## src/rtl/core/spsc_ram.sv

```systemverilog
// generic single write port ram with registered read
module spsc_ram #(
	parameter int WIDTH = 8,
	parameter int DEPTH = 16
) (
	input  logic                     clk,
	input  logic                     wr_en,
	input  logic [$clog2(DEPTH)-1:0] wr_addr,
	input  logic [WIDTH-1:0]         wr_data,
	input  logic                     rd_en,
	input  logic [$clog2(DEPTH)-1:0] rd_addr,
	output logic [WIDTH-1:0]         rd_data
);

	logic [WIDTH-1:0] mem_q [DEPTH];
	logic [WIDTH-1:0] rd_data_q;

	always_ff @(posedge clk) begin
		if (wr_en) begin
			mem_q[wr_addr] <= wr_data;
		end
		if (rd_en) begin
			rd_data_q <= mem_q[rd_addr];
		end
	end

	assign rd_data = rd_data_q;

endmodule

```

## config.mk

```make
export PLATFORM = sky130hd
export DESIGN_NAME = spsc_ram
export DESIGN_NICKNAME = d
export VERILOG_FILES = /design/src/rtl/core/spsc_ram.sv
export SDC_FILE = /design/constraint.sdc
export NUM_CORES = 1
export LEC_CHECK = 0
export BUFFER_PORTS_ARGS = -buffer_cell sky130_fd_sc_hd__buf_4
export CAP_MARGIN = 15
export CORE_MARGIN = 10
export CORE_UTILIZATION = 37
export DETAILED_ROUTE_END_ITERATION = 10
export SYNTH_ARGS = -nofsm -noshare
export SYNTH_HDL_FRONTEND = slang
export SYNTH_SLANG_ARGS = --single-unit
```

## constraint.sdc

```tcl
create_clock -name clk -period 2.1 [get_ports clk]
set_input_delay 0.105 -clock clk [delete_from_list [all_inputs] [get_ports clk]]
set_output_delay 0.105 -clock clk [all_outputs]
set_load 0.03 [all_outputs]
```

==> results.py <==
metrics = {
    "status": {
        "status": "finished, final reports clean",
    },
    "job": {
        "maxCapViolCount": 0,
    },
    "worst_setup_path": {
        "slowest_delay_ns": 0.53,
        "cp-startpoint": "mem_q[1][3]",
        "rr_startpoint": "mem_q[1][3]",
        "worst_setup_path_start_kind": "flop",
        "crit_path_cell_trace": "mux4_1, a22oi_1, nand2_1",
        "cp_num_buf_inv": 0,
        "critical_path_class": "flop to flop",
        "worst_path_max_delay_cell": "mux4_1",
        "path_max_fanout": 1,
        "worst_setup_path_end_kind": "flop",
        "worstPathRequired_ns": 2.24,
        "crit_family": "multiplexers",
        "arrival_ns": 1.67,
    },
    "synth": {
        "yosysWarnings": 0,
        "synth_cells": 229,
        "synthesis.area_um2": 5230,
        "synthesis.nets": 248,
        "ys_ff_latch": 136,
        "yosys.cell_types.count": 18,
        "synth_area_per_cell_um2": 22.8,
        "seq_area_frac_synth": 0.781,
    },
    "clocking": {
        "clkTransAtPathRegs_ns": 0.05,
        "clk_latency_ns": 0.40,
        "postCtsHoldBufs": 0,
        "cts-buffers-inserted": 17,
        "cts-resized-gates": 0,
        "htree_levels": 4,
        "clk_path_buf_depth": 2,
        "cts_setup_buffers": 0,
        "clock-sinks": 136,
        "tritoncts": "built",
        "root_buffer": "clkbuf_16",
    },
    "place": {
        "dp_hpwl_um": 6840,
        "gp_congestion": 0.721,
        "portBuffers": 26,
        "dpl_worst_slack_ns": 0.358,
    },
    "finish": {
        "multi_input_area_um2": 1060,
        "seqCellArea_um2": 4080,
        "diodes": 0,
        "syn_to_final_growth_pct": 20.1,
        "n_fill_cell": 1171,
        "nets": 303,
        "drive_gt1_frac": 0.305,
    },
    "global_routing": {
        "grt_max_degree": 33,
        "grt_pass1_wl_um": 16600,
        "grt_usage": 0.116,
        "first_global_vias": 2650,
        "gr-total-overflow": 0,
        "antenna_found_initial": 0,
    },
    "sta": {
        "fmax_mhz": 656,
        "rsz0062_at_grt": "false",
        "worstMarginPinSlew_ns": 0.497,
        "setup-tns-final_ns": 0,
        "timing.slew.headroom": 0.669,
        "report.final.slew_viol_count": 0,
        "skew_ns": 0.00506,
        "fin_hold_ws_ns": 0.0219,
        "setup_viol": 0,
        "min_period_ns": 1.52,
        "period_share": 0.725,
        "finalHoldViolCount": 0,
        "setup_ws_ns": 0.577,
    },
    "floorplan": {
        "core_um2": 13900,
        "rows": 43,
        "die_w_um": 139,
        "initial_core_util": 0.377,
        "io_pins": 27,
        "die_h_um": 139,
        "die-area_um2": 19300,
    },
    "power_and_ir_drop": {
        "p_total_mw": 6.11,
        "ir_drop_v": 0.000895,
        "p_per_area_nw_per_um2": 973,
        "p_leak_nw": 2.10,
    },
    "drt": {
        "first_iter_violations": 295,
        "drc": 0,
        "dr_total_vias": 2483,
        "routed_wl_um": 10800,
        "drtPass1Iterations": 4,
        "vias_per_cell": 5.23,
        "ant_nets": 0,
        "wire_per_inst_um": 22.6,
    },
    "worst_hold_path": {
        "min_from": "wr_data[7]",
        "hold_class": "input pin to flop",
    },
}
## metal layers
layer / routed length, um / vias to the layer above / part of all wire / track usage
met5: 0 / - / 0 / 0
met1: 4890 / 1310 / 0.45 / 0.153
met4: 67 / 0 / 0.0062 / 0.0373
li1: - / 1097 / - / -
met3: 617 / 4 / 0.057 / 0.0421
met2: 5180 / 72 / 0.48 / 0.174
## layout make-up
cell class	instances	area share
Sequential cell	136	0.650
Multi-Input combinational cell	83	0.168
Clock buffer	19	0.0690
Timing Repair Buffer	46	0.0590
Tap cell	180	0.0359
Clock inverter	11	0.0173
## worst register-to-register path: cells and delay by family (launching register included)
| family | cells | cell delay, ns |
|---|---|---|
| flops | 1 | 0.36 |
| compound gates | 1 | 0.28 |
| mux | 1 | 0.53 |
| simple gates | 1 | 0.10 |
## Yosys cell counts
master           number  area, um^2
a22oi_1              16         120
and2_1                1        6.26
and2b_1               1        7.51
buf_2                 3        15.0
buf_4                 1        7.51
buf_6                 3        33.8
clkdlybuf4s25_2       3        30.0
edfxtp_1            136        4080
mux4_1               14         368
mux4_2               18         405
nand2_1               9        33.8
nand2b_1              2        12.5
nand3_1               1        5.00
nand3b_1              2        15.0
nor2_1               13        48.8
nor2b_1               1        6.26
nor3_1                4        20.0
or3b_2                1        8.76
## power breakdown
part	switching (mW)	internal (mW)
Sequential	0.0170	3.06
Combinational	0.191	0.139
Clock	0.989	1.71
Total	1.20	4.91
## registers in the layout, indices dropped and copies added, names as in the netlist
register	cells
rd_data	8
mem_q	128
## final timing paths
check                 endpoint  slack (ns)  depth (start not counted)
setup / recovery    rd_data[3]        0.58                          3
hold / removal    mem_q[11][7]        0.02                          1
setup reg to reg    rd_data[3]        0.58                          3
hold reg to reg     rd_data[0]        0.75                          3
## layout by cell type, fill, tap and decap left out, drive strengths merged
cell,count
edfxtp,136
buf,46
mux4,32
clkbuf,19
a22oi,16
nor2,13
nand2,9
clkinv,6
nor3,4
clkinvlp,3
nand3b,2
nand2b,2
bufinv,2
nor2b,1
and2,1
and2b,1
nand3,1
or3b,1
## through the flow
stage,std cells,util,cell area [um^2]
6_report,475,0.452,6280
5_1_grt,475,0.452,6280
4_1_cts,475,0.452,6280
3_5_place_dp,445,0.413,5740
3_3_place_gp,445,0.413,5740
2_1_floorplan,229,-,5230
## cells by family after synthesis
logic type,count (synthesis),share of synthesized area
flops,136,0.781
mux,32,0.148
simple gates,35,0.0314
compound gates,16,0.0230
buf+inv,10,0.0165
Power figures use the tool's default switching activity.
